--- config.mk ---
export PLATFORM = sky130hd
export DESIGN_NAME = button_click_double_long_detector
export DESIGN_NICKNAME = d
export VERILOG_FILES = /design/src/hdl/bcdld_pkg.sv /design/src/hdl/bcdld_core.sv /design/src/hdl/button_click_double_long_detector.sv
export SDC_FILE = /design/constraint.sdc
export NUM_CORES = 1
export LEC_CHECK = 0
export BUFFER_PORTS_ARGS = -buffer_cell sky130_fd_sc_hd__buf_4
export CAP_MARGIN = 20
export CORE_UTILIZATION = 45
export DETAILED_ROUTE_END_ITERATION = 16
export HOLD_SLACK_MARGIN = 0.12
export PLACE_DENSITY = 0.69
export SETUP_SLACK_MARGIN = 0.15
export SLEW_MARGIN = 40
export SYNTH_ARGS = -nofsm -noshare
export SYNTH_HDL_FRONTEND = slang
export SYNTH_SLANG_ARGS = --single-unit
export TNS_END_PERCENT = 20
--- constraint.sdc ---
create_clock -name clk -period 6 [get_ports clk]
set_input_delay 0.6 -clock clk [delete_from_list [all_inputs] [get_ports clk]]
set_output_delay 0.6 -clock clk [all_outputs]
set_load 0.01 [all_outputs]
--- src/hdl/bcdld_pkg.sv ---
`default_nettype none

package bcdld_pkg;

    localparam int unsigned TimeW   = 32;
    localparam int unsigned CfgW    = 16;
    localparam int unsigned StateW  = 3;
    localparam int unsigned EventW  = 2;
    localparam int unsigned CfgIdxW = 2;
    localparam int unsigned InDataW  = 40;  // 1 + 32 bits, padded to bytes
    localparam int unsigned OutDataW = 8;   // 2 + 3 bits, padded to bytes

    localparam logic [StateW-1:0] ST_IDLE     = 3'd0;
    localparam logic [StateW-1:0] ST_DEBOUNCE = 3'd1;
    localparam logic [StateW-1:0] ST_PRESSED  = 3'd2;
    localparam logic [StateW-1:0] ST_LONG     = 3'd3;
    localparam logic [StateW-1:0] ST_WAIT_2ND = 3'd4;
    localparam logic [StateW-1:0] ST_WAIT_DBL = 3'd5;

    localparam logic [EventW-1:0] EV_NONE   = 2'd0;
    localparam logic [EventW-1:0] EV_CLICK  = 2'd1;
    localparam logic [EventW-1:0] EV_DOUBLE = 2'd2;
    localparam logic [EventW-1:0] EV_LONG   = 2'd3;

    localparam logic [CfgIdxW-1:0] REG_DEBOUNCE = 2'd0;
    localparam logic [CfgIdxW-1:0] REG_LONG     = 2'd1;
    localparam logic [CfgIdxW-1:0] REG_DOUBLE   = 2'd2;

    localparam logic [CfgW-1:0] DEBOUNCE_RST = 16'd20;
    localparam logic [CfgW-1:0] LONG_RST     = 16'd1000;
    localparam logic [CfgW-1:0] DOUBLE_RST   = 16'd300;

    typedef struct packed {
        logic [CfgW-1:0] debounce_ms;
        logic [CfgW-1:0] long_press_ms;
        logic [CfgW-1:0] double_click_ms;
    } cfg_t;

    typedef struct packed {
        logic [StateW-1:0] fsm_state;
        logic [EventW-1:0] event_res;
    } res_t;

endpackage

`default_nettype wire

--- src/hdl/bcdld_core.sv ---
`default_nettype none

module bcdld_core (
    input  wire logic                        clk,
    input  wire logic                        rst_n,
    input  wire logic                        step,
    input  wire logic                        button_level,
    input  wire logic [bcdld_pkg::TimeW-1:0] now_ms,
    input  wire bcdld_pkg::cfg_t             cfg,
    output bcdld_pkg::res_t                  res
);

    logic [bcdld_pkg::StateW-1:0] state_reg, state_next;
    logic [bcdld_pkg::TimeW-1:0]  press_start_reg, press_start_next;
    logic [bcdld_pkg::TimeW-1:0]  release_start_reg, release_start_next;
    logic                         second_press_reg, second_press_next;
    logic [bcdld_pkg::EventW-1:0] ev;
    logic [bcdld_pkg::TimeW-1:0]  held, gap;
    logic                         held_deb, held_long, gap_dbl;

    assign held      = now_ms - press_start_reg;
    assign gap       = now_ms - release_start_reg;
    assign held_deb  = held >= {{(bcdld_pkg::TimeW-bcdld_pkg::CfgW){1'b0}}, cfg.debounce_ms};
    assign held_long = held >= {{(bcdld_pkg::TimeW-bcdld_pkg::CfgW){1'b0}}, cfg.long_press_ms};
    assign gap_dbl   = gap >= {{(bcdld_pkg::TimeW-bcdld_pkg::CfgW){1'b0}}, cfg.double_click_ms};

    always_comb
    begin
        state_next         = state_reg;
        press_start_next   = press_start_reg;
        release_start_next = release_start_reg;
        second_press_next  = second_press_reg;
        ev                 = bcdld_pkg::EV_NONE;
        if (!button_level)
        begin
            case (state_reg)
                bcdld_pkg::ST_DEBOUNCE:
                begin
                    if (held_deb)
                        state_next = bcdld_pkg::ST_PRESSED;
                end
                bcdld_pkg::ST_PRESSED:
                begin
                    if (held_long)
                    begin
                        state_next        = bcdld_pkg::ST_LONG;
                        second_press_next = 1'b0;
                    end
                end
                bcdld_pkg::ST_WAIT_2ND:
                begin
                    press_start_next  = now_ms;
                    state_next        = bcdld_pkg::ST_DEBOUNCE;
                    second_press_next = 1'b1;
                end
                bcdld_pkg::ST_LONG, bcdld_pkg::ST_WAIT_DBL:
                begin
                end
                default:
                begin
                    press_start_next  = now_ms;
                    state_next        = bcdld_pkg::ST_DEBOUNCE;
                    second_press_next = 1'b0;
                end
            endcase
        end
        else
        begin
            case (state_reg)
                bcdld_pkg::ST_DEBOUNCE:
                    state_next = bcdld_pkg::ST_IDLE;
                bcdld_pkg::ST_PRESSED:
                begin
                    state_next = second_press_reg ? bcdld_pkg::ST_WAIT_DBL
                                                  : bcdld_pkg::ST_WAIT_2ND;
                    release_start_next = now_ms;
                end
                bcdld_pkg::ST_LONG:
                begin
                    state_next        = bcdld_pkg::ST_IDLE;
                    second_press_next = 1'b0;
                    ev                = bcdld_pkg::EV_LONG;
                end
                bcdld_pkg::ST_WAIT_2ND:
                begin
                    if (gap_dbl)
                    begin
                        state_next = bcdld_pkg::ST_IDLE;
                        ev         = bcdld_pkg::EV_CLICK;
                    end
                end
                bcdld_pkg::ST_WAIT_DBL:
                begin
                    state_next        = bcdld_pkg::ST_IDLE;
                    second_press_next = 1'b0;
                    ev                = bcdld_pkg::EV_DOUBLE;
                end
                default:
                    state_next = bcdld_pkg::ST_IDLE;
            endcase
        end
    end

    assign res.event_res = ev;
    assign res.fsm_state = state_next;

    always_ff @(posedge clk or negedge rst_n)
    begin
        if (!rst_n)
        begin
            state_reg         <= bcdld_pkg::ST_IDLE;
            press_start_reg   <= '0;
            release_start_reg <= '0;
            second_press_reg  <= 1'b0;
        end
        else if (step)
        begin
            state_reg         <= state_next;
            press_start_reg   <= press_start_next;
            release_start_reg <= release_start_next;
            second_press_reg  <= second_press_next;
        end
    end

    state_in_range: assert property (@(posedge clk) disable iff (!rst_n)
        state_reg <= bcdld_pkg::ST_WAIT_DBL)
        else $error("state code out of range");

    second_only_after_wait: assert property (@(posedge clk) disable iff (!rst_n)
        step && $rose(second_press_reg) |-> $past(state_reg) == bcdld_pkg::ST_WAIT_2ND)
        else $error("second press flag set outside wait state");

    no_step_holds: assert property (@(posedge clk) disable iff (!rst_n)
        !step |=> $stable(state_reg) && $stable(press_start_reg))
        else $error("state moved without a request");

endmodule

`default_nettype wire

--- src/hdl/button_click_double_long_detector.sv ---
`default_nettype none

// Channel     Dir  Handshake                  Payload
// s_axis      in   s_axis_tvalid/tready       tdata: button_level, now_ms
// m_axis      out  m_axis_tvalid/tready       tdata: event_res, fsm_state
// cfg         in   cfg_valid/cfg_ready        cfg_index, cfg_data
//
// One request per cycle while s_axis_tready is high; its result is registered in the
// output register, or in the skid register while m_axis stalls. The state update is a
// 32-bit subtract and compare feeding the result register. A skid register holds one
// extra result, so s_axis_tready drops only after m_axis stalls with two results held.
// Reset restores idle state and the default timing registers.

module button_click_double_long_detector (
    input  wire logic                             clk,
    input  wire logic                             rst_n,
    input  wire logic                             s_axis_tvalid,
    output logic                                  s_axis_tready,
    input  wire logic [bcdld_pkg::InDataW-1:0]    s_axis_tdata,  // [0] button_level, [32:1] now_ms
    output logic                                  m_axis_tvalid,
    input  wire logic                             m_axis_tready,
    output logic      [bcdld_pkg::OutDataW-1:0]   m_axis_tdata,  // [1:0] event_res, [4:2] fsm_state
    input  wire logic                             cfg_valid,
    output logic                                  cfg_ready,
    input  wire logic [bcdld_pkg::CfgIdxW-1:0]    cfg_index,
    input  wire logic [bcdld_pkg::CfgW-1:0]       cfg_data
);

    bcdld_pkg::cfg_t cfg_reg;
    bcdld_pkg::res_t res, out_reg, skid_reg;
    logic            out_valid_reg, skid_valid_reg;
    logic            in_acc, out_acc;

    assign cfg_ready = 1'b1;

    always_ff @(posedge clk or negedge rst_n)
    begin
        if (!rst_n)
        begin
            cfg_reg.debounce_ms     <= bcdld_pkg::DEBOUNCE_RST;
            cfg_reg.long_press_ms   <= bcdld_pkg::LONG_RST;
            cfg_reg.double_click_ms <= bcdld_pkg::DOUBLE_RST;
        end
        else if (cfg_valid)
        begin
            case (cfg_index)
                bcdld_pkg::REG_DEBOUNCE: cfg_reg.debounce_ms     <= cfg_data;
                bcdld_pkg::REG_LONG:     cfg_reg.long_press_ms   <= cfg_data;
                bcdld_pkg::REG_DOUBLE:   cfg_reg.double_click_ms <= cfg_data;
                default:
                begin
                end
            endcase
        end
    end

    assign s_axis_tready = !skid_valid_reg;
    assign in_acc        = s_axis_tvalid && !skid_valid_reg;
    assign out_acc       = out_valid_reg && m_axis_tready;

    bcdld_core u_core (
        .clk          (clk),
        .rst_n        (rst_n),
        .step         (in_acc),
        .button_level (s_axis_tdata[0]),
        .now_ms       (s_axis_tdata[bcdld_pkg::TimeW:1]),
        .cfg          (cfg_reg),
        .res          (res)
    );

    always_ff @(posedge clk or negedge rst_n)
    begin
        if (!rst_n)
        begin
            out_valid_reg  <= 1'b0;
            skid_valid_reg <= 1'b0;
        end
        else if (in_acc)
        begin
            if (!out_valid_reg || out_acc)
                out_valid_reg <= 1'b1;
            else
                skid_valid_reg <= 1'b1;
        end
        else if (out_acc)
        begin
            if (skid_valid_reg)
                skid_valid_reg <= 1'b0;
            else
                out_valid_reg <= 1'b0;
        end
    end

    always_ff @(posedge clk)
    begin
        if (in_acc)
        begin
            if (!out_valid_reg || out_acc)
                out_reg <= res;
            else
                skid_reg <= res;
        end
        else if (out_acc && skid_valid_reg)
            out_reg <= skid_reg;
    end

    assign m_axis_tvalid = out_valid_reg;
    assign m_axis_tdata  = {{(bcdld_pkg::OutDataW-bcdld_pkg::StateW-bcdld_pkg::EventW){1'b0}},
                            out_reg.fsm_state, out_reg.event_res};

    skid_needs_out: assert property (@(posedge clk) disable iff (!rst_n)
        skid_valid_reg |-> out_valid_reg)
        else $error("skid holds a result while output is empty");

    accept_gives_result: assert property (@(posedge clk) disable iff (!rst_n)
        in_acc |=> m_axis_tvalid)
        else $error("accepted request produced no result");

    event_ends_idle: assert property (@(posedge clk) disable iff (!rst_n)
        out_valid_reg && out_reg.event_res != bcdld_pkg::EV_NONE
            |-> out_reg.fsm_state == bcdld_pkg::ST_IDLE)
        else $error("event reported outside idle");

endmodule

`default_nettype wire
# Yosys cells after proc, flatten, opt, wreduce, memory -nomap -nowiden
# Cells that the tools add are included.
[totals] regBits=128 output_inout_bits=11
[classes] n_addsub=2 magnitude_cmp=3 n_eq_ne=13 n_mux=24 bitwise_logic=3 n_reduce_logical=22
[op_table] operator="$ge A32 B16 Y1" count=3
[op_table] operator="$sub A32 B32 Y32" count=2
[op_table] operator="$mux W5" count=3
[op_table] operator="$mux W1" count=12
[op_table] operator="$mux W3" count=4
[op_table] operator="$reduce_and A2 Y1" count=6
[op_table] operator="$pmux W3 S3" count=1
[op_table] operator="$reduce_and A3 Y1" count=3
[op_table] operator="$eq A3 B2 Y1 const B" count=2
[op_table] operator="$eq A3 B3 Y1 const B" count=2
[op_table] operator="$ne A2 B1 Y1 const B" count=3
[op_table] operator="$pmux W2 S3" count=1
[op_table] operator="$pmux W3 S2" count=1
[op_table] operator="$ne A2 B2 Y1 const B" count=2
[op_table] operator="$reduce_and A4 Y1" count=1
[op_table] operator="$reduce_bool A2 Y1" count=2
[op_table] operator="$reduce_or A4 Y1" count=1
[op_table] operator="$eq A3 B1 Y1 const B" count=1
[op_table] operator="$logic_and A1 B1 Y1" count=3
[op_table] operator="$ne A3 B2 Y1 const B" count=1
[op_table] operator="$not A1 Y1" count=3
[op_table] operator="$pmux W1 S3" count=1
[op_table] operator="$reduce_or A3 Y1" count=1
[op_table] operator="$eq A2 B1 Y1 const B" count=1
[op_table] operator="other kinds (6)" count=7

# Depth between registers and ports, before layout
[logic_depth] depth_word=7 ltp_mapped=20

# Hierarchy
# From an unflattened synthesis, not the netlist that was laid out.
[unflattened] hier_cells=1116 area_unflattened_um2=10177.3
[by_module_without_submodules] mod="bcdld_core" n_inst=1 cells_each=979 area_each_um2=7841.3 seq_area_each_um2=1701.6
[by_module_without_submodules] mod="button_click_double_long_detector" n_inst=1 cells_each=137 area_each_um2=2336.0 seq_area_each_um2=1566.5

# Worst setup path after synthesis
# OpenSTA, ideal clock, no wires.
[synth_path] kind="input port to flip-flop" startpoint="input port s_axis_tdata[9] (netlist bit)" endpoint="register out_reg, in the netlist m_axis_tdata[0], data pin" setup_time_ns=0.262 arrival_time_ns=4.569 t_required_ns=5.738 slack_ns=1.169 path_stages=19 path_cell_list="ha_1 -> buf_2 -> a21oi_1 -> o21ai_0 -> o21bai_1 -> or2_2 -> a31oi_1 -> xnor2_1 -> ha_1 -> a21o_1 -> a21oi_1 -> o22ai_1 -> or4_1 -> a2111o_1 -> a2111o_1 -> nor4_2 -> nand4_1 -> a31oi_1 -> o31ai_1"
[synth_via] elab_chain_cells=7
[synth_lines] element="from (decl)" line="button_click_double_long_detector.sv:19" rtl="input wire logic [bcdld_pkg::InDataW-1:0] s_axis_tdata,"
[synth_lines] element="$sub A32 B32 Y32" line="bcdld_core.sv:22" rtl="assign gap = now_ms - release_start_reg;"
[synth_lines] element="$ge A32 B16 Y1" line="bcdld_core.sv:25" rtl="assign gap_dbl = gap >= {{(bcdld_pkg::TimeW-bcdld_pkg::CfgW){1'b0}}, cfg.double_click_ms};"
[synth_lines] element="$mux W1" line="bcdld_core.sv:86" rtl="if (gap_dbl)"
[synth_lines] element="$pmux W2 S3" line="bcdld_core.sv:69" rtl="case (state_reg)"
[synth_lines] element="$mux W2" line="bcdld_core.sv:34" rtl="if (!button_level)"
[synth_lines] element="$mux W5" line="button_click_double_long_detector.sv:98" rtl="if (!out_valid_reg || out_acc)"
[synth_lines] element="$mux W5" line="button_click_double_long_detector.sv:96" rtl="if (in_acc)"
[synth_lines] element="to (signal assigned)" line="button_click_double_long_detector.sv:99" rtl="out_reg <= res;"
[synth_lines] element="to (signal assigned)" line="button_click_double_long_detector.sv:104" rtl="out_reg <= skid_reg;"
[synth_lines] element="to (decl)" line="button_click_double_long_detector.sv:30" rtl="bcdld_pkg::res_t res, out_reg, skid_reg;"
# No other way between the ends. The select of a mux whose other input is x is not followed.
# A chain may end at the register's enable or synchronous reset.

# Final worst setup path
[layout_path] startpoint="register u_core.release_start_reg[1] (netlist bit)" endpoint="register out_reg, in the netlist m_axis_tdata[0], data pin"
[layout_via] elab_chain_cells=7
[layout_lines] element="from (decl)" line="bcdld_core.sv:15" rtl="logic [bcdld_pkg::TimeW-1:0] release_start_reg, release_start_next;"
[layout_lines] element="from (signal assigned)" line="bcdld_core.sv:120" rtl="release_start_reg <= release_start_next;"
[layout_lines] element="$sub A32 B32 Y32" line="bcdld_core.sv:22"
[layout_lines] element="$ge A32 B16 Y1" line="bcdld_core.sv:25"
[layout_lines] element="$mux W1" line="bcdld_core.sv:86"
[layout_lines] element="$pmux W2 S3" line="bcdld_core.sv:69"
[layout_lines] element="$mux W2" line="bcdld_core.sv:34"
[layout_lines] element="$mux W5" line="button_click_double_long_detector.sv:98"
[layout_lines] element="$mux W5" line="button_click_double_long_detector.sv:96"
# No other way between the ends. The select of a mux whose other input is x is not followed.

==> out/summary.txt <==
Status = finished clean
Post-synth top area share = 25.5%
# Post-CTS Setup Buffers = 0
Period utilization = 86.4%
Layout Area Growth over Synthesis = 11.8%
Die height = 154 um
Floorplan row count = 55
DRC = 0
Largest net degree at the start of global routing = 79
Total number of H-tree levels = 4
Gr usage total = 23.3%
DR pass1 iterations = 5
Synthesized area per cell = 8.50 um^2
Worst r2r path cells = 19
Io pins = 74
Pwr Total = 6.29 mW
CTS buffer count = 17
Slack of the worst reg-to-reg path = 820 ps
Synthesis warning total = 0
Grt ovf = 0
CTS Hold Bufs = 0
Max reg flops = 48
Hpwl dp = 20900 um
Share of layout cells above drive strength 1 = 15.5%
Mapped Cells = 1225
DR vias = 8970
Sequential-to-total area share from yosys stat = 31.4%
Max-slew headroom = 47.6%
Drt total wl = 26600 um
Critical path data arrival time = 5350 ps
Synth cell types = 73
Resized cells post-CTS = 0
Global-route wire length before repair = 43800 um
Clk buf depth = 2
Max frequency = 0.193 GHz
Pins Over Slew Limit = 0
Pwr dens = 540 nW/um^2
Maximum VDD drop = 204 uV
Initial Util = 46.0%
Hold Crit Class = input pin to async pin
Layout Nets = 1436
Post-synth ARST share = 92.2%
Worst Skew = 8.66 ps
Setup crit end kind = flop
Lkg Pwr = 5.32 nW
Synth area leaders = dfrtp_1 25%, ha_1 13%, mux2_2 7.5%
Wire per inst = 17.1 um
Top cells by count, synth = 135 x inv_1, 113 x nand2_1, 110 x ha_1, 110 x o21ai_0, 106 x dfrtp_1
Synth Cell Area = 10400 um^2
Vias in the first global route = 8571
Port Buf Inserts = 62
Worst Path Max Fanout = 4
Core area = 22600 um^2
Post-DRT Antenna Nets = 0
Clock transition at path regs = 70 ps
Count leader, synth = inv_1
N_diodes = 0
Clock Latency Late Sink = 420 ps
Initial DRC Count = 665
Setup TNS = 0 ps
CTS tree = done
Critical path type = flop to flop
Final RePlAce weighted congestion = 0.910
Hold WS = 203 ps
Required time of the critical path = 6170 ps
Final Hold Viols = 0
Post-route minimum period = 5180 ps
Synth area leader = dfrtp_1
Max cap viols = 0
EDFF count, synth = 10
Startpoint types = flop
Least-Margin Pin Slew = 776 ps
Die width = 154 um
RSZ-0062 raised after global routing = no
Finish-stage setup viols = 0
Initial antenna violation count = 0
Top FF cell, synth = dfrtp_1
Synth Register Bits = 128
Via density = 5.75
Root Driver = clkbuf_16
Area of the die = 23700 um^2
Clk sinks = 128
==> stage by stage <==
step	instance area, um^2	util [%]	cells	setup WS [ps]
detailed placement	11100	48.9	1527	485
CTS	11600	51.4	1559	826
finish	11600	51.4	1559	816
floorplan	10400	-	1227	1170
global route	11600	51.4	1559	470
global placement	11000	48.8	1525	557
==> kinds of logic after synthesis <==
kind of cell             after synthesis  synth area share, %
multiplexers                          74                 7.94
AO/OA/AOI/OAI                        363                 21.8
AND/OR/NAND/NOR                      321                 15.0
other                                  2               0.0721
flip-flops                           128                 31.4
XOR/XNOR                              36                 3.03
adder cells (fa/ha/maj)              112                 13.6
buffers and inverters                189                 7.19
==> placed cells by master (no fill, tap or decap), drive strengths merged, types with 6 or more instances in the layout <==
cell    synthesis  final
nand2b         19     19
o21ai         114    114
nor2           58     58
and3            7      7
and2            7      7
o211ai         16     16
and4            6      6
a21oi          97     97
o21bai          9      9
edfxtp         10     10
nor3           25     25
nor2b           7      7
nand2         114    114
o31ai          11     11
o41ai           6      6
inv           135    142
dfstp          12     12
nand3          24     24
a211oi         11     11
o21a           14     14
xor2           14     14
nor4            9      9
nand4          23     23
dfrtp         106    106
a21o           31     31
xnor2          22     22
clkbuf         37     18
ha            110    110
buf            17     69
or3             6      6
mux2           69     69
a31oi          13     13
==> report_power, final <==
part           internal [mW]  switching (mW)  total, mW
sequential              1.19           0.146       1.34
combinational           1.58            2.35       3.93
clock                  0.585           0.438       1.02
total                   3.36            2.93       6.29
==> layout make-up <==
cell class,instances,area (um^2)
inverters,135,507
clock buffers,18,429
flip-flops and latches,128,3270
multi-input cells,910,6410
well taps,285,357
fillers,2094,11000
repair buffers,69,522
clock inverters,14,148
==> worst paths after layout <==
path	startpoint	to
hold / removal	rst_n	skid_valid_reg$_DFFE_PN0P_
setup reg to reg	u_core.release_start_reg[1]$_DFFE_PN0P_	m_axis_tdata[0]$_DFFE_PP_
min in group clk	m_axis_tready	skid_valid_reg$_DFFE_PN0P_
max in group asynchronous	rst_n	u_core.release_start_reg[18]$_DFFE_PN0P_
setup / recovery	u_core.release_start_reg[1]$_DFFE_PN0P_	m_axis_tdata[0]$_DFFE_PP_
hold reg to reg	u_core.release_start_reg[1]$_DFFE_PN0P_	u_core.release_start_reg[1]$_DFFE_PN0P_
==> per-layer routing <==
layer | vias up | wire [um] | global-route usage [%]
met4 | 0 | 442 | 6.24
met3 | 32 | 1080 | 4.23
met5 | - | 0 | 0
met1 | 4286 | 12600 | 31.5
li1 | 4452 | - | -
met2 | 200 | 12500 | 38.4
==> worst max-delay path, stage by stage, from the launching register on <==
cell and delay (ps):
dfrtp_1 380, inv_1 100, ha_1 230, nor2b_1 150
o2111ai_1 390, a211oi_1 210, or2_2 350, a31oi_1 210
xnor2_1 140, ha_1 260, a21o_1 180, a21oi_1 170
o22ai_1 100, or4_1 470, a2111o_1 350, a2111o_1 400
nor4_2 270, nand4_1 220, a31oi_1 250, o31ai_1 100
Note: power is estimated with default switching activity, not from simulation.
